<file path="config.mk">
export PLATFORM = sky130hd
export DESIGN_NAME = gsa_accum
export DESIGN_NICKNAME = d
export VERILOG_FILES = /design/src/rtl/gsa_pkg.sv /design/src/rtl/gsa_accum.sv
export SDC_FILE = /design/constraint.sdc
export NUM_CORES = 2
export LEC_CHECK = 0
export BUFFER_PORTS_ARGS = -buffer_cell sky130_fd_sc_hd__buf_2
export CORE_ASPECT_RATIO = 0.8
export CORE_MARGIN = 5
export CORE_UTILIZATION = 65
export CTS_CLUSTER_SIZE = 14
export DETAILED_ROUTE_END_ITERATION = 6
export GPL_TIMING_DRIVEN = 1
export PLACE_DENSITY = 0.85
export SKIP_CTS_REPAIR_TIMING = 1
export SYNTH_ARGS = -nofsm -noshare
export SYNTH_HDL_FRONTEND = slang
export SYNTH_SLANG_ARGS = --single-unit
</file>
<file path="constraint.sdc">
create_clock -name clk -period 24 [get_ports clk]
set_input_delay 4.8 -clock clk [delete_from_list [all_inputs] [get_ports clk]]
set_output_delay 4.8 -clock clk [all_outputs]
set_load 0.02 [all_outputs]
</file>
<file path="src/rtl/gsa_pkg.sv">
// Shared types, widths and constants of the gradient sharpness accumulator.
// Used by the channel interfaces and by every module of the block.
package gsa_pkg;

  localparam int PIX_W   = 8;
  localparam int CFG_W   = 13;
  localparam int IDX_W   = 4;
  localparam int DIAG_W  = 24;
  localparam int GRAD_W  = 27;
  localparam int PEAK_W  = 24;
  localparam int ROW_W   = 40;
  localparam int SCALE_W = 31;
  localparam int SUM_W   = 48;
  localparam int CNT_W   = 24;

  // Configuration register indexes.
  localparam logic [IDX_W-1:0] REG_LINE_WIDTH   = IDX_W'(0);
  localparam logic [IDX_W-1:0] REG_FRAME_HEIGHT = IDX_W'(1);

  // Reset value of both size registers.
  localparam logic [CFG_W-1:0] SIZE_RESET = CFG_W'(4096);
  localparam logic [CFG_W-1:0] SIZE_MIN   = CFG_W'(3);

  // Diagonal weight 1/sqrt(2) in Q16.
  localparam logic [DIAG_W-1:0] DIAG_Q16 = DIAG_W'(46341);

  // Per-word control that travels down the pipeline.
  typedef struct packed {
    logic valid;
    logic interior;
    logic row_end;
    logic frame_end;
  } gsa_tag_t;

  // Neighbor differences of one window, diagonal ones already weighted.
  typedef struct packed {
    gsa_tag_t                      tag;
    logic [3:0][PIX_W-1:0]         orth;
    logic [3:0][DIAG_W-1:0]        diag;
  } gsa_diff_t;

  // Gradient sum and peak difference of one window.
  typedef struct packed {
    gsa_tag_t            tag;
    logic [GRAD_W-1:0]   grad;
    logic [PEAK_W-1:0]   peak;
  } gsa_grad_t;

  // Frame result word.
  typedef struct packed {
    logic [SUM_W-1:0] weighted_numerator;
    logic [SUM_W-1:0] edge_total;
    logic [SUM_W-1:0] peak_total;
    logic [CNT_W-1:0] interior_pixels;
  } gsa_result_t;

  function automatic logic [PIX_W-1:0] abs_diff(input logic [PIX_W-1:0] a,
                                                input logic [PIX_W-1:0] b);
    return (a > b) ? (a - b) : (b - a);
  endfunction

endpackage

</file>
<file path="src/rtl/gsa_accum.sv">
// Row sums, per-row scaling by 100/65536, frame sums and the result register.
// Depends on gsa_pkg.
module gsa_accum (
  input  logic                       clk,
  input  logic                       rst,
  input  logic                       restart,
  input  gsa_pkg::gsa_grad_t         grad,
  input  logic [gsa_pkg::CFG_W-1:0]  width,
  input  logic [gsa_pkg::CFG_W-1:0]  height,
  input  logic                       out_ready,
  output logic                       out_valid,
  output gsa_pkg::gsa_result_t       result
);

  localparam int PROD_W = gsa_pkg::ROW_W + 7;

  logic [gsa_pkg::ROW_W-1:0]   row_grad;
  logic [gsa_pkg::ROW_W-1:0]   row_peak;
  logic [gsa_pkg::ROW_W-1:0]   row_grad_next;
  logic [gsa_pkg::ROW_W-1:0]   row_peak_next;
  logic [gsa_pkg::ROW_W-1:0]   fin_grad;
  logic [gsa_pkg::ROW_W-1:0]   fin_peak;
  logic                        fin_valid;
  logic                        fin_frame_end;

  logic [PROD_W-1:0]           prod_grad;
  logic [PROD_W-1:0]           prod_peak;
  logic [gsa_pkg::SCALE_W-1:0] scaled_grad;
  logic [gsa_pkg::SCALE_W-1:0] scaled_peak;
  logic                        scaled_valid;
  logic                        scaled_frame_end;

  logic [gsa_pkg::SUM_W-1:0]   frame_edge;
  logic [gsa_pkg::SUM_W-1:0]   frame_peak;
  logic [gsa_pkg::SUM_W-1:0]   frame_edge_next;
  logic [gsa_pkg::SUM_W-1:0]   frame_peak_next;
  logic [gsa_pkg::SUM_W-1:0]   total_edge;
  logic [gsa_pkg::SUM_W-1:0]   total_peak;
  logic                        total_valid;

  logic [2*gsa_pkg::CFG_W-1:0] count_prod;

  // Row sums; only interior windows contribute.
  always_comb begin
    row_grad_next = row_grad;
    row_peak_next = row_peak;
    if (grad.tag.interior) begin
      row_grad_next = row_grad + gsa_pkg::ROW_W'(grad.grad);
      row_peak_next = row_peak + gsa_pkg::ROW_W'(grad.peak);
    end
  end

  always_ff @(posedge clk) begin
    if (rst || restart) begin
      row_grad      <= '0;
      row_peak      <= '0;
      fin_valid     <= 1'b0;
      fin_frame_end <= 1'b0;
    end else begin
      fin_valid     <= grad.tag.valid && grad.tag.row_end;
      fin_frame_end <= grad.tag.frame_end;
      if (grad.tag.valid) begin
        row_grad <= grad.tag.row_end ? '0 : row_grad_next;
        row_peak <= grad.tag.row_end ? '0 : row_peak_next;
      end
    end
  end

  always_ff @(posedge clk) begin
    fin_grad <= row_grad_next;
    fin_peak <= row_peak_next;
  end

  // Scale a finished row: times 100 as 64 + 32 + 4, then drop 16 bits.
  assign prod_grad = {1'b0, fin_grad, 6'd0} + {2'd0, fin_grad, 5'd0}
                   + {5'd0, fin_grad, 2'd0};
  assign prod_peak = {1'b0, fin_peak, 6'd0} + {2'd0, fin_peak, 5'd0}
                   + {5'd0, fin_peak, 2'd0};

  always_ff @(posedge clk) begin
    if (rst || restart) begin
      scaled_valid     <= 1'b0;
      scaled_frame_end <= 1'b0;
    end else begin
      scaled_valid     <= fin_valid;
      scaled_frame_end <= fin_frame_end;
    end
  end

  always_ff @(posedge clk) begin
    scaled_grad <= prod_grad[PROD_W-1:16];
    scaled_peak <= prod_peak[PROD_W-1:16];
  end

  // Frame sums; the last row of a frame closes them into the totals.
  assign frame_edge_next = frame_edge + gsa_pkg::SUM_W'(scaled_grad);
  assign frame_peak_next = frame_peak + gsa_pkg::SUM_W'(scaled_peak);

  always_ff @(posedge clk) begin
    if (rst || restart) begin
      frame_edge  <= '0;
      frame_peak  <= '0;
      total_valid <= 1'b0;
    end else begin
      total_valid <= scaled_valid && scaled_frame_end;
      if (scaled_valid) begin
        frame_edge <= scaled_frame_end ? '0 : frame_edge_next;
        frame_peak <= scaled_frame_end ? '0 : frame_peak_next;
      end
    end
  end

  always_ff @(posedge clk) begin
    total_edge <= frame_edge_next;
    total_peak <= frame_peak_next;
  end

  // Result register; the input side keeps it free when a total arrives.
  assign count_prod = (width - gsa_pkg::CFG_W'(2)) * (height - gsa_pkg::CFG_W'(2));

  always_ff @(posedge clk) begin
    if (rst) begin
      out_valid <= 1'b0;
    end else if (total_valid) begin
      out_valid <= 1'b1;
    end else if (out_ready) begin
      out_valid <= 1'b0;
    end
  end

  always_ff @(posedge clk) begin
    if (total_valid) begin
      result.weighted_numerator <= {total_edge[45:0], 2'b00} + {total_edge[46:0], 1'b0}
                                 + {total_peak[45:0], 2'b00};
      result.edge_total         <= total_edge;
      result.peak_total         <= total_peak;
      result.interior_pixels    <= count_prod[gsa_pkg::CNT_W-1:0];
    end
  end

endmodule

</file>
==> key figures <==
Outcome
  – Outcome: finished clean

Floorplan
  – # IOs: 254
  – Initial Util: 65.48%
  – Die footprint: 63420 µm²
  – CORE AREA: 58020 µm²
  – Die Ht: 226.3 µm
  – Die W: 280.3 µm
  – Number of cell rows: 79

GRT
  – Vias in the first global route: 28373
  – Initial antenna violation count: 1
  – All-layer global routing usage: 28.79%
  – First-pass GRT wire length: 148900 µm
  – Grt ovf: 0
  – Largest net degree at the start of global routing: 85

Timing
  – Least-Margin Pin Slew: 1.243 ns
  – Achievable Freq: 84.27 MHz
  – Max-slew headroom: 16.39%
  – Period utilization: 49.44%
  – Post-layout min period: 11.87 ns
  – Clk_skew: 0.02328 ns
  – RSZ-0062 raised after global routing: false
  – Max Slew Vio Count: 0
  – Final Setup Violations: 0
  – Post-Route Setup TNS: 0 ns
  – Hold Fails Final Rpt: 0

Final layout
  – Area growth syn-to-layout: 10.18%
  – Final-stage net count: 4653
  – Ant. Diodes: 0
  – Layout cell share with drive strength beyond 1: 11.54%

Worst setup path
  – R2R Setup Slk: 18.98 ns
  – Startpoint types: primary input
  – R2R Path End: result[167]$_DFFE_PP_
  – Arrival time worst endpoint: 12.24 ns
  – Required time of the critical path: 24.38 ns
  – Worst R2R Path Depth: 17
  – Critical path peak fanout: 11
  – Worst r2r src: total_edge[1]$_DFF_P_
  – Setup crit end kind: flip-flop
  – Critical path type: primary input to flip-flop

Logic synthesis
  – Commonest cells post-synth: 420 x dfxtp_1, 362 x nor2_1, 307 x ha_1, 288 x fa_1, 255 x inv_1
  – Distinct cell type count after synthesis: 85
  – Synth Flop Type: dfxtp_1
  – Cell taking the most area after synthesis: dfxtp_1
  – Top post-synthesis cells by area: dfxtp_1 22%, fa_1 15%, edfxtp_1 13%, ha_1 10%, xnor2_1 4.6%
  – Async set or reset register ratio after synthesis: 0%
  – Syn avg cell area: 10.16 µm²
  – Synth Cell Area: 38000 µm²
  – Post-Syn Nets: 4420
  – Gate Count Post-Synth: 3740
  – Number of synthesis warnings: 0
  – Synthesis-stage register bit count: 586
  – Number of flops mapped to enable cells by yosys: 166
  – Post-synthesis sequential area ratio: 35.25%
  – Most common cell in the netlist: dfxtp_1
  – Top-area cell type share of the netlist area: 22.13%

Clock network
  – CTS buffer count: 57
  – Clock slew seen by the registers of the worst setup and hold paths: 0.06 ns
  – Root Buffer: clkbuf_16
  – H-tree Lvls: 2
  – Largest buffer count on any clock path: 3
  – Clock latency on the worst-skew pair: 0.63 ns
  – CTS tree: yes
  – Sink Count: 586

Detailed routing
  – Post-route ant nets: 0
  – DR pass1 iterations: 6
  – Avg WL per Cell: 19.33 µm
  – Via count: 28999
  – DRC: 0
  – Initial drt markers: 2883
  – DR vias/cell: 6.055
  – WL final: 92560 µm

Min path
  – Hold path start: total_peak[47]$_DFF_P_
  – Hold EP: result[71]$_DFFE_PP_
  – Hold Crit Class: flip-flop to flip-flop
  – Hold path depth: 0

Pwr
  – Worst vdd ir: 0.0001577 V
  – P per Cell Area: 90.84 nW/µm²
  – Total Power: 3.803 mW
  – Leak: 19.31 nW

Placed design
  – IO buf count: 252
  – Placer congestion estimate: 0.9620
  – Hpwl dp: 69600 µm

Run
  – Max-cap violations: 0
worst max-delay path, cell delays in order:
cell,delay [ns]
buf_2,0.16
clkinv_1,0.20
ha_1,0.27
nor3b_1,0.50
nand2_1,0.20
xnor2_1,0.60
nand2b_1,0.18
fa_1,0.56
inv_1,0.05
fa_1,0.45
fa_1,0.51
inv_1,0.06
fa_1,0.49
fa_1,0.51
inv_1,0.07
fa_1,0.46
ha_1,0.27
or3_1,0.41
o211ai_1,0.30
a31oi_1,0.30
a211o_1,0.33
o311a_1,0.13
a21o_1,0.19
a21oi_1,0.16
xnor2_1,0.08
stage by stage:
| step | util (%) | instance area (µm²) | hold slack [ns] | std cells | setup WS, ns |
|---|---|---|---|---|---|
| finish | 72.15 | 41860 | 0.4056 | 4789 | 12.13 |
| global route | 72.15 | 41860 | 0.4118 | 4789 | 11.77 |
| CTS | 72.15 | 41860 | 0.4090 | 4789 | 12.29 |
| detailed placement | 68.96 | 40010 | 0.3903 | 4683 | 11.62 |
| global placement | 68.96 | 40010 | 0.3884 | 4683 | 11.76 |
| floorplan | - | 38000 | 0.3855 | 3740 | 12.63 |
worst max path at each step:
| stage | end | slack, ns | from | cells past startpoint |
|---|---|---|---|---|
| floorplan | result[22]$_DFFE_PP_ | 12.63 | width[5] | 24 |
| global placement | result[23]$_DFFE_PP_ | 11.76 | height[1] | 25 |
| detailed placement | result[23]$_DFFE_PP_ | 11.62 | height[1] | 25 |
| CTS | result[23]$_DFFE_PP_ | 12.29 | height[1] | 25 |
| global route | result[23]$_DFFE_PP_ | 11.77 | height[1] | 25 |
| finish | result[22]$_DFFE_PP_ | 12.13 | width[1] | 25 |
cell families after synthesis:
family | synth area share (%)
other | 0.009870
xor gates and xnor gates | 7.123
muxes | 1.383
AOI/OAI and AO/OA | 14.82
and+or+nand+nor | 12.60
buffers and inverters | 3.533
adders and majority gates | 25.28
DFF | 35.25
flip-flops by register name (all words and copies together) (netlist names):
| name | flops |
|---|---|
| row_peak | 40 |
| total_peak | 48 |
| out_valid | 1 |
| frame_edge | 48 |
| scaled_frame_end | 1 |
| total_valid | 1 |
| scaled_grad | 31 |
| result | 166 |
| scaled_peak | 31 |
| fin_peak | 40 |
| fin_frame_end | 1 |
| frame_peak | 48 |
| total_edge | 48 |
| row_grad | 40 |
| fin_grad | 40 |
| scaled_valid | 1 |
| fin_valid | 1 |
metal layers:
metal	vias to the layer above	wire (µm)	global-route usage, %	share of wire [%]
met5	-	13	0	0.014
met1	13860	40360	42.84	44
met3	188	9244	5.827	10
met4	2	2567	7.721	2.8
met2	1355	40370	43.56	44
li1	13594	-	-	-
cell type report:
cell class                 count  area (µm²)
timing repair buffer         272        1411
clock buffer                  71        1612
inverter                     257       964.7
sequential                   586       13400
tap                          769       962.2
fill                        3990       16160
multi-input combinational   2799       23270
clock inverter                35       240.2
layout by cell type (no fill, tap or decap), types with 22 or more instances in the layout:
cell type	netlist	layout
nand3_1	60	60
nor2b_1	37	37
nand2_1	214	214
fa_1	288	288
o21a_1	43	43
nand4_1	28	28
a31oi_1	30	30
a21o_1	125	125
xor2_1	110	110
a21oi_1	226	226
mux2_2	44	44
inv_1	255	254
and2_1	38	38
o21ai_0	106	106
nand2b_1	48	48
dfxtp_1	420	419
a22oi_1	104	104
or3_1	44	44
buf_2	2	252
nor3_1	49	49
o21bai_1	29	29
edfxtp_1	166	166
clkbuf_16	0	59
nor2_1	362	359
and3_1	50	50
ha_1	307	307
xnor2_1	199	199
o31ai_1	22	22
power by group:
group / switching (mW) / internal (mW) / total, mW
Clock: 0.397 / 0.489 / 0.886
Combinational: 0.982 / 0.715 / 1.70
Sequential: 0.0612 / 1.16 / 1.22
Power figures use the tool's default switching activity.
