$ cat config.mk
export PLATFORM = sky130hd
export DESIGN_NAME = gsa_grad
export DESIGN_NICKNAME = d
export VERILOG_FILES = /design/src/rtl/gsa_pkg.sv /design/src/rtl/gsa_grad.sv
export SDC_FILE = /design/constraint.sdc
export NUM_CORES = 1
export LEC_CHECK = 0
export BUFFER_PORTS_ARGS = -buffer_cell sky130_fd_sc_hd__buf_2
export CORE_MARGIN = 2
export CORE_UTILIZATION = 60
export CTS_CLUSTER_SIZE = 28
export DETAILED_ROUTE_END_ITERATION = 7
export GPL_ROUTABILITY_DRIVEN = 1
export GPL_TIMING_DRIVEN = 0
export HOLD_SLACK_MARGIN = 0.15
export PLACE_DENSITY = 0.89
export SYNTH_ARGS = -nofsm -noshare
export SYNTH_HDL_FRONTEND = slang
export SYNTH_SLANG_ARGS = --single-unit
export TNS_END_PERCENT = 100
$ cat constraint.sdc
create_clock -name clk -period 28.6 [get_ports clk]
set_input_delay 5.72 -clock clk [delete_from_list [all_inputs] [get_ports clk]]
set_output_delay 5.72 -clock clk [all_outputs]
set_load 0.1 [all_outputs]
$ cat src/rtl/gsa_pkg.sv
// Shared types, widths and constants of the gradient sharpness accumulator.
// Used by the channel interfaces and by every module of the block.
package gsa_pkg;

  localparam int PIX_W   = 8;
  localparam int CFG_W   = 13;
  localparam int IDX_W   = 4;
  localparam int DIAG_W  = 24;
  localparam int GRAD_W  = 27;
  localparam int PEAK_W  = 24;
  localparam int ROW_W   = 40;
  localparam int SCALE_W = 31;
  localparam int SUM_W   = 48;
  localparam int CNT_W   = 24;

  // Configuration register indexes.
  localparam logic [IDX_W-1:0] REG_LINE_WIDTH   = IDX_W'(0);
  localparam logic [IDX_W-1:0] REG_FRAME_HEIGHT = IDX_W'(1);

  // Reset value of both size registers.
  localparam logic [CFG_W-1:0] SIZE_RESET = CFG_W'(4096);
  localparam logic [CFG_W-1:0] SIZE_MIN   = CFG_W'(3);

  // Diagonal weight 1/sqrt(2) in Q16.
  localparam logic [DIAG_W-1:0] DIAG_Q16 = DIAG_W'(46341);

  // Per-word control that travels down the pipeline.
  typedef struct packed {
    logic valid;
    logic interior;
    logic row_end;
    logic frame_end;
  } gsa_tag_t;

  // Neighbor differences of one window, diagonal ones already weighted.
  typedef struct packed {
    gsa_tag_t                      tag;
    logic [3:0][PIX_W-1:0]         orth;
    logic [3:0][DIAG_W-1:0]        diag;
  } gsa_diff_t;

  // Gradient sum and peak difference of one window.
  typedef struct packed {
    gsa_tag_t            tag;
    logic [GRAD_W-1:0]   grad;
    logic [PEAK_W-1:0]   peak;
  } gsa_grad_t;

  // Frame result word.
  typedef struct packed {
    logic [SUM_W-1:0] weighted_numerator;
    logic [SUM_W-1:0] edge_total;
    logic [SUM_W-1:0] peak_total;
    logic [CNT_W-1:0] interior_pixels;
  } gsa_result_t;

  function automatic logic [PIX_W-1:0] abs_diff(input logic [PIX_W-1:0] a,
                                                input logic [PIX_W-1:0] b);
    return (a > b) ? (a - b) : (b - a);
  endfunction

endpackage

$ cat src/rtl/gsa_grad.sv
// Sum and maximum of the eight Q16 neighbor differences of one window.
// Depends on gsa_pkg.
module gsa_grad (
  input  logic                clk,
  input  logic                rst,
  input  logic                restart,
  input  gsa_pkg::gsa_diff_t  diff,
  output gsa_pkg::gsa_grad_t  grad
);

  logic [gsa_pkg::GRAD_W-1:0] sum_next;
  logic [gsa_pkg::PIX_W-1:0]  orth_max;
  logic [gsa_pkg::DIAG_W-1:0] diag_max;
  logic [gsa_pkg::PEAK_W-1:0] orth_q16;

  // Orthogonal terms are the plain difference in Q16.
  always_comb begin
    sum_next = '0;
    orth_max = '0;
    diag_max = '0;
    for (int i = 0; i < 4; i++) begin
      sum_next = sum_next + {3'b000, diff.orth[i], 16'h0000}
               + gsa_pkg::GRAD_W'(diff.diag[i]);
      if (diff.orth[i] > orth_max) begin
        orth_max = diff.orth[i];
      end
      if (diff.diag[i] > diag_max) begin
        diag_max = diff.diag[i];
      end
    end
  end

  assign orth_q16 = {orth_max, 16'h0000};

  always_ff @(posedge clk) begin
    if (rst || restart) begin
      grad.tag <= '0;
    end else begin
      grad.tag <= diff.tag;
    end
  end

  always_ff @(posedge clk) begin
    grad.grad <= sum_next;
    grad.peak <= (orth_q16 > diag_max) ? orth_q16 : diag_max;
  end

endmodule

==> Flow_metrics.wiki, run 1 <==
{| class="wikitable"
! Metric !! Value
|-
| Result of the run || completed
|-
| IO buf count || 189
|-
| Proportion of synthesized flip-flops having asynchronous set or reset || 0
|-
| Root buffer selected by CTS || sky130_fd_sc_hd__clkbuf_16
|-
| Number of flops mapped to enable cells by yosys || 0
|-
| Post-cts gate resize count || 0
|-
| Post-CTS setup-driven buffer insertion count || 0
|-
| Post-place setup slack || 13.35 ns
|-
| Mean routed wirelength per cell || 18.4 µm
|-
| Number of global-route vias before repair || 7,800
|-
| Number of slew-limit violations in the final report || 0
|-
| GRT Total Usage || 0.332
|-
| Final routed wirelength across all metal layers || 23.9 mm
|-
| Buffers from clock root to sink, at most || 2
|-
| Worst hold-check path type || in2reg
|-
| Via count of the routed design || 7,832
|-
| Drt first-iter violations || 524
|-
| Sort of element at the end of the critical path || flip-flop
|-
| Drt first pass iters || 7
|-
| Maximum number of pins on one net before global-route repair || 17
|-
| Last weighted congestion value of the routability-driven placer || 0.974
|-
| Number of flip-flops under the largest register name || 55
|-
| First-pass GRT wire length || 38.0 mm
|-
| Post-synthesis register bit count || 55
|-
| Data required time of the critical path || 28.83 ns
|-
| Top Layer Used || met4
|-
| Core outline area || 13,300 µm²
|-
| Post-Synthesis Net Count || 1,299
|-
| Max Fclk || 66.0 MHz
|-
| Number of nets with antenna violations after routing || 0
|-
| Relative slew margins || 0.346
|-
| Met3 WL post-DR || 1.88 mm
|-
| Length of routed wiring on met1 || 9.27 mm
|-
| Number of warnings issued by yosys || 0
|-
| # setup viols final || 0
|-
| Biggest register || grad
|-
| Initial Util || 0.621
|-
| Power density normalized to cell area || 102 nW/µm²
|-
| Area after DPL || 9460 µm²
|-
| Fraction of final layout cells sized beyond drive strength 1 || 0.200
|-
| Worst setup path endpoint || grad[22]
|-
| Area fraction in and, or, nand and nor cells after synthesis || 0.141
|-
| Antenna violations before repair || 4
|-
| Hold-fix buffers, CTS || 0
|-
| Post-synthesis cell type count || 57
|-
| Post-synthesis to final-layout area growth || 16.3%
|-
| Post-Route Utilization || 0.722
|-
| Most frequent standard cell in the layout excluding fill and tap cells || sky130_fd_sc_hd__buf_2
|-
| Total CTS buffers || 5
|-
| Worst supply voltage drop on vdd || 0.000209 V
|-
| Die boundary height || 122 µm
|-
| Finished layout cell area || 9640 µm²
|-
| Number of H-tree levels || 2
|-
| WS Path Type || in2reg
|-
| Share of the yosys chip area belonging to registers || 0.133
|-
| Critical-path maximum fanout || 10
|-
| Final hold viol count || 0
|-
| Synthesized area per cell || 8.95 µm²
|-
| Critical path startpoint category || input port
|-
| Share of synthesized cell area in full adder, half adder and majority cells || 0.432
|-
| Clock Sink Count || 55
|-
| Biggest registers after layout || grad (55)
|-
| Maximum cell stage delay along the critical path || 0.52 ns
|-
| Main synth FF type || sky130_fd_sc_hd__dfxtp_1
|-
| Max-cap violation count || 0
|-
| Final #Nets || 1,495
|-
| Leakage power summed over all cells || 5.08 nW
|-
| Min cycle time layout || 15.16 ns
|-
| Crit path from || diff[21]
|-
| DRC || 0
|-
| Fraction of the mapped netlist area in compound gates || 0.145
|-
| Cell with the largest stage delay on the worst path || sky130_fd_sc_hd__o21ai_1
|-
| Row Count || 42
|-
| Number of top-level pins || 190
|-
| Worst EP arrival || 15.39 ns
|-
| Fill cells || 1,018
|-
| Hpwl dp || 20.7 mm
|-
| Vias per Instance || 6.01
|-
| Post-synthesis share of cell area spent on xor and xnor gates || 0.0211
|-
| Crit share post-route || 0.530
|-
| Cell area after technology mapping || 8290 µm²
|-
| Library cell with the largest summed area after synthesis || sky130_fd_sc_hd__ha_1
|-
| Number of cells produced by synthesis || 926
|-
| Largest family of logic cells by synthesized area || adder cells
|-
| Transition time of the tightest slew-check pin || 0.974 ns
|-
| Most frequent CP cell || sky130_fd_sc_hd__buf_2
|-
| RSZ-0062 raised after global routing || false
|-
| Most frequent cells in the layout || sky130_fd_sc_hd__buf_2 (194), sky130_fd_sc_hd__ha_1 (158), sky130_fd_sc_hd__inv_1 (108), sky130_fd_sc_hd__fa_1 (80), sky130_fd_sc_hd__nor2_1 (71)
|-
| Share of the synthesized area in the top cell type || 0.238
|-
| Final TNS setup || 0 ns
|-
| Largest cells by area after synthesis || sky130_fd_sc_hd__ha_1 (24%), sky130_fd_sc_hd__fa_1 (19%), sky130_fd_sc_hd__dfxtp_1 (13%), sky130_fd_sc_hd__mux2i_1 (5.8%), sky130_fd_sc_hd__inv_1 (4.9%)
|-
| Hold depth || 2
|-
| Min setup slack post-route || 13.44 ns
|-
| Routed wire length on met2 || 11.5 mm
|-
| Die footprint || 14,800 µm²
|-
| Total overflow reported by the global router || 0
|-
| Die span in x || 122 µm
|-
| Clock tree from TritonCTS || built
|-
| Mux share of post-synthesis cell area || 0.0684
|-
| Clock-pin slew of the registers on the worst-case setup and hold paths || 0.07 ns
|}
## power by group
| group | switching [mW] | leakage (nW) | internal (mW) |
|---|---|---|---|
| Clock | 0.0292 | 0.0869 | 0.0436 |
| Sequential | 0.00800 | 0.462 | 0.119 |
| Combinational | 0.541 | 4.53 | 0.244 |
| Total | 0.579 | 5.08 | 0.406 |
## cells by family after synthesis
kind of cell,after synthesis
AO/OA/AOI/OAI,195
XOR/XNOR,20
adder cells (fa/ha/maj),238
buffers and inverters,127
flip-flops,55
multiplexers,55
AND/OR/NAND/NOR,236
## layout make-up
| type | count | area, µm² | area share |
|---|---|---|---|
| timing repair buffer | 189 | 946 | 0.0981 |
| antenna | 4 | 10.0 | 0.00104 |
| sequential | 55 | 1100 | 0.114 |
| tap | 176 | 220 | 0.0228 |
| multi-input combinational | 744 | 6690 | 0.694 |
| buffer | 19 | 92.6 | 0.00960 |
| clock buffer | 6 | 139 | 0.0144 |
| inverter | 108 | 405 | 0.0421 |
| clock inverter | 2 | 35.0 | 0.00363 |
## routing by layer
layer,global-route usage,vias up
met4,0.177,0
li1,-,3641
met5,0,-
met1,0.402,3710
met3,0.0557,95
met2,0.566,386
## how the worst min path moves through the flow
stage,startpoint,end,slack (ns)
after floorplan,diff[128],grad[51],5.84
after CTS,diff[128],grad[51],5.60
after detailed placement,diff[128],grad[51],5.92
after global routing,diff[128],grad[51],5.61
final,diff[128],grad[51],5.61
after global placement,diff[129],grad[52],5.92
## critical path, delay by kind of cell
family / cells / cell delay (ns)
AO/OA/AOI/OAI: 21 / 4.48
buffers and inverters: 10 / 2.30
adder cells (fa/ha/maj): 4 / 1.21
AND/OR/NAND/NOR: 8 / 1.12
multiplexers: 2 / 0.51
## synth_stat cells, types with 7 or more instances
cell type and number:
sky130_fd_sc_hd__nor2_1 71, sky130_fd_sc_hd__a21oi_1 69, sky130_fd_sc_hd__nand4_1 23, sky130_fd_sc_hd__a211oi_1 9, sky130_fd_sc_hd__inv_1 108, sky130_fd_sc_hd__ha_1 158, sky130_fd_sc_hd__xnor2_1 16, sky130_fd_sc_hd__o21ai_0 43
sky130_fd_sc_hd__nand2_1 57, sky130_fd_sc_hd__o21a_1 7, sky130_fd_sc_hd__fa_1 80, sky130_fd_sc_hd__nand3_1 13, sky130_fd_sc_hd__nand2b_1 14, sky130_fd_sc_hd__clkbuf_1 11, sky130_fd_sc_hd__mux2i_1 48, sky130_fd_sc_hd__nor2b_1 12
sky130_fd_sc_hd__o22ai_1 10, sky130_fd_sc_hd__a21o_1 21, sky130_fd_sc_hd__dfxtp_1 55, sky130_fd_sc_hd__nor3_1 9, sky130_fd_sc_hd__nor4_1 7
## stage by stage
step	hold WS, ns	total power, mW	cells
global placement	5.92	0.886	1291
floorplan	5.84	0.761	926
finish	5.61	0.984	1303
detailed placement	5.92	0.908	1291
global route	5.61	1.06	1303
CTS	5.60	0.985	1299
(Power assumes the default switching activity.)
==> run 2, diff against run 1 <==
- ABC_AREA: unset -> 1
- CORE_UTILIZATION: 60 -> 51
- PLACE_DENSITY: 0.89 -> 0.81
- clock period: 28.6 -> 12.7 ns (I/O delays scaled with it)
==> Flow_metrics.wiki, run 2 <==
{| class="wikitable"
! Metric !! Value
|-
| Cell with the largest stage delay on the worst path || sky130_fd_sc_hd__clkbuf_1
|-
| IO buf count || 189
|-
| Antenna violations before repair || 1
|-
| Cell area after technology mapping || 8010 µm²
|-
| Global routing usage on met3 || 0.0528
|-
| Number of top-level pins || 190
|-
| Die span in x || 129 µm
|-
| Sort of element at the end of the critical path || flip-flop
|-
| Root buffer selected by CTS || sky130_fd_sc_hd__clkbuf_16
|-
| Last weighted congestion value of the routability-driven placer || 0.929
|-
| Core outline area || 15,300 µm²
|-
| Min setup slack post-route || 1.73 ns
|-
| Number of global-route vias before repair || 7,302
|-
| First-pass GRT wire length || 33.8 mm
|-
| Maximum number of pins on one net before global-route repair || 17
|-
| Row Count || 45
|-
| Total power draw || 2.16 mW
|-
| Die footprint || 16,700 µm²
|-
| GRT Total Usage || 0.258
|-
| Final TNS setup || 0 ns
|-
| Biggest register || grad
|-
| Post-Synthesis Net Count || 1,373
|-
| Via count of the routed design || 7,399
|-
| Number of flops mapped to enable cells by yosys || 0
|-
| Relative slew margins || 0.567
|-
| Maximum cell stage delay along the critical path || 0.57 ns
|-
| Post-synthesis cell type count || 38
|-
| Busiest grt layer || met2
|-
| Fin cells || 1,409
|-
| Post-synthesis register bit count || 55
|-
| Proportion of synthesized flip-flops having asynchronous set or reset || 0
|-
| Crit share post-route || 0.864
|-
| Number of cells produced by synthesis || 1,000
|-
| Most frequent CP cell || sky130_fd_sc_hd__nand2_1
|-
| Transition time of the tightest slew-check pin || 0.650 ns
|-
| Leakage power summed over all cells || 5.10 nW
|-
| Clock Sink Count || 55
|-
| Instance count after placement with tap cells included || 1,400
|-
| DRC || 0
|-
| Share of the synthesized area in the top cell type || 0.247
|-
| Post-cts gate resize count || 0
|-
| Number of flip-flops under the largest register name || 55
|-
| Post-place setup slack || 1.59 ns
|-
| Worst hold-check path type || in2reg
|-
| Global-route track usage on met1 || 0.298
|-
| Library cell with the largest summed area after synthesis || sky130_fd_sc_hd__ha_1
|-
| Area of the multi-input gates || 6300 µm²
|-
| Share of the yosys chip area belonging to registers || 0.138
|-
| Post-synthesis to final-layout area growth || 17.0%
|-
| Hold-fix buffers, CTS || 0
|-
| Hpwl dp || 18.8 mm
|-
| Fraction of final layout cells sized beyond drive strength 1 || 0.199
|-
| Final hold viol count || 0
|-
| Data required time of the critical path || 12.94 ns
|-
| Clock tree from TritonCTS || built
|-
| Most frequent cells in the layout || sky130_fd_sc_hd__nand2_1 (237), sky130_fd_sc_hd__buf_2 (193), sky130_fd_sc_hd__ha_1 (158), sky130_fd_sc_hd__inv_1 (128), sky130_fd_sc_hd__fa_1 (80)
|-
| Max-cap violation count || 0
|-
| Worst EP arrival || 11.21 ns
|-
| Storage element area || 1100 µm²
|-
| # setup viols final || 0
|-
| Initial Util || 0.525
|-
| RSZ-0062 raised after global routing || false
|-
| Power density normalized to cell area || 231 nW/µm²
|-
| Die boundary height || 129 µm
|-
| Worst supply voltage drop on vdd || 0.000306 V
|-
| Total overflow reported by the global router || 0
|-
| Max Fclk || 91.2 MHz
|-
| Buffers from clock root to sink, at most || 2
|-
| List of most frequent post-synthesis cells || sky130_fd_sc_hd__nand2_1 (237), sky130_fd_sc_hd__ha_1 (158), sky130_fd_sc_hd__inv_1 (128)
|-
| WS Path Type || in2reg
|-
| Number of slew-limit violations in the final report || 0
|-
| Result of the run || completed
|-
| Total CTS buffers || 5
|-
| Main synth FF type || sky130_fd_sc_hd__dfxtp_1
|-
| Largest cells by area after synthesis || sky130_fd_sc_hd__ha_1 (25%), sky130_fd_sc_hd__fa_1 (20%), sky130_fd_sc_hd__dfxtp_1 (14%), sky130_fd_sc_hd__nand2_1 (11%), sky130_fd_sc_hd__inv_1 (6.0%)
|-
| Final routed wirelength across all metal layers || 21.0 mm
|-
| Number of nets with antenna violations after routing || 0
|-
| Synthesized area per cell || 8.01 µm²
|-
| Number of H-tree levels || 2
|-
| Vias per Instance || 5.25
|-
| Drt first-iter violations || 343
|-
| Most numerous cell in the Yosys netlist || sky130_fd_sc_hd__nand2_1
|-
| Biggest registers after layout || grad (55)
|-
| Clock-pin slew of the registers on the worst-case setup and hold paths || 0.07 ns
|-
| Post-CTS setup-driven buffer insertion count || 0
|-
| Mean routed wirelength per cell || 14.9 µm
|-
| Most frequent standard cell in the layout excluding fill and tap cells || sky130_fd_sc_hd__nand2_1
|-
| Met2 Usage GRT || 0.457
|-
| Fill cells || 1,362
|-
| Critical-path maximum fanout || 10
|-
| Number of warnings issued by yosys || 0
|-
| Critical path startpoint category || input port
|-
| Drt first pass iters || 6
|-
| Min cycle time layout || 10.97 ns
|-
| Final #Nets || 1,569
|}
-- run 2: changes by cell type after synthesis, sizes merged, moves of 14 or more --
cell,previous run,this run
nand2b,14,0
nand4,24,9
nand2,57,240
nand3,13,46
a21o,21,4
o21ai,51,86
mux2i,48,0
inv,108,128
nor2,72,33
-- run 2: path summary, 6_finish.rpt --
kind	startpoint	end	cells past startpoint
worst min-delay path	diff[128]	grad[51]	3
worst max-delay path	diff[17]	grad[22]	47
-- run 2: logic make-up (layout without fill, tap and decap cells) --
logic type | Yosys count | count (layout) | share of synthesized area
AND/OR/NAND/NOR | 347 | 347 | 0.181
AO/OA/AOI/OAI | 187 | 187 | 0.136
other | 0 | 1 | 0
adder cells (fa/ha/maj) | 238 | 238 | 0.447
flip-flops | 55 | 55 | 0.138
XOR/XNOR | 21 | 21 | 0.0230
buffers and inverters | 152 | 349 | 0.0761
-- run 2: layout make-up --
| type | instances | share of cell area |
|---|---|---|
| diodes | 1 | 0.000267 |
| plain buffers | 24 | 0.0138 |
| clock buffers | 7 | 0.0152 |
| clock inverters | 1 | 0.000935 |
| inverters | 128 | 0.0513 |
| multi-input cells | 793 | 0.672 |
| flip-flops and latches | 55 | 0.117 |
| well taps | 211 | 0.0282 |
| repair buffers | 189 | 0.101 |
-- run 2: layer usage --
| metal | up-vias | routed length, µm |
|---|---|---|
| met4 | 0 | 1020 |
| met5 | - | 0 |
| met3 | 53 | 1720 |
| li1 | 3695 | - |
| met1 | 3388 | 8170 |
| met2 | 263 | 10100 |
-- run 2: where the power goes --
group          internal, mW  leakage (nW)  switching [mW]  total (mW)
clock network        0.0791        0.0741          0.0643       0.143
registers             0.271         0.462          0.0178       0.288
logic                 0.489          4.56            1.24        1.73
-- run 2: worst max-delay path: cells and delay by family --
| kind | cells | cell delay, ns |
|---|---|---|
| buffers and inverters | 12 | 2.82 |
| adders and majority gates | 4 | 1.26 |
| and+or+nand+nor | 20 | 2.19 |
| AOI/OAI and AO/OA | 11 | 2.34 |
-- run 2: metrics by stage --
| stage | instance area, µm² | hold WS (ns) | utilization |
|---|---|---|---|
| after floorplan | 8010 | 2.65 | - |
| after detailed placement | 9220 | 2.76 | 0.604 |
| after CTS | 9370 | 2.44 | 0.614 |
| after global routing | 9370 | 2.45 | 0.614 |
| final | 9370 | 2.45 | 0.614 |
| after global placement | 9220 | 2.76 | 0.604 |
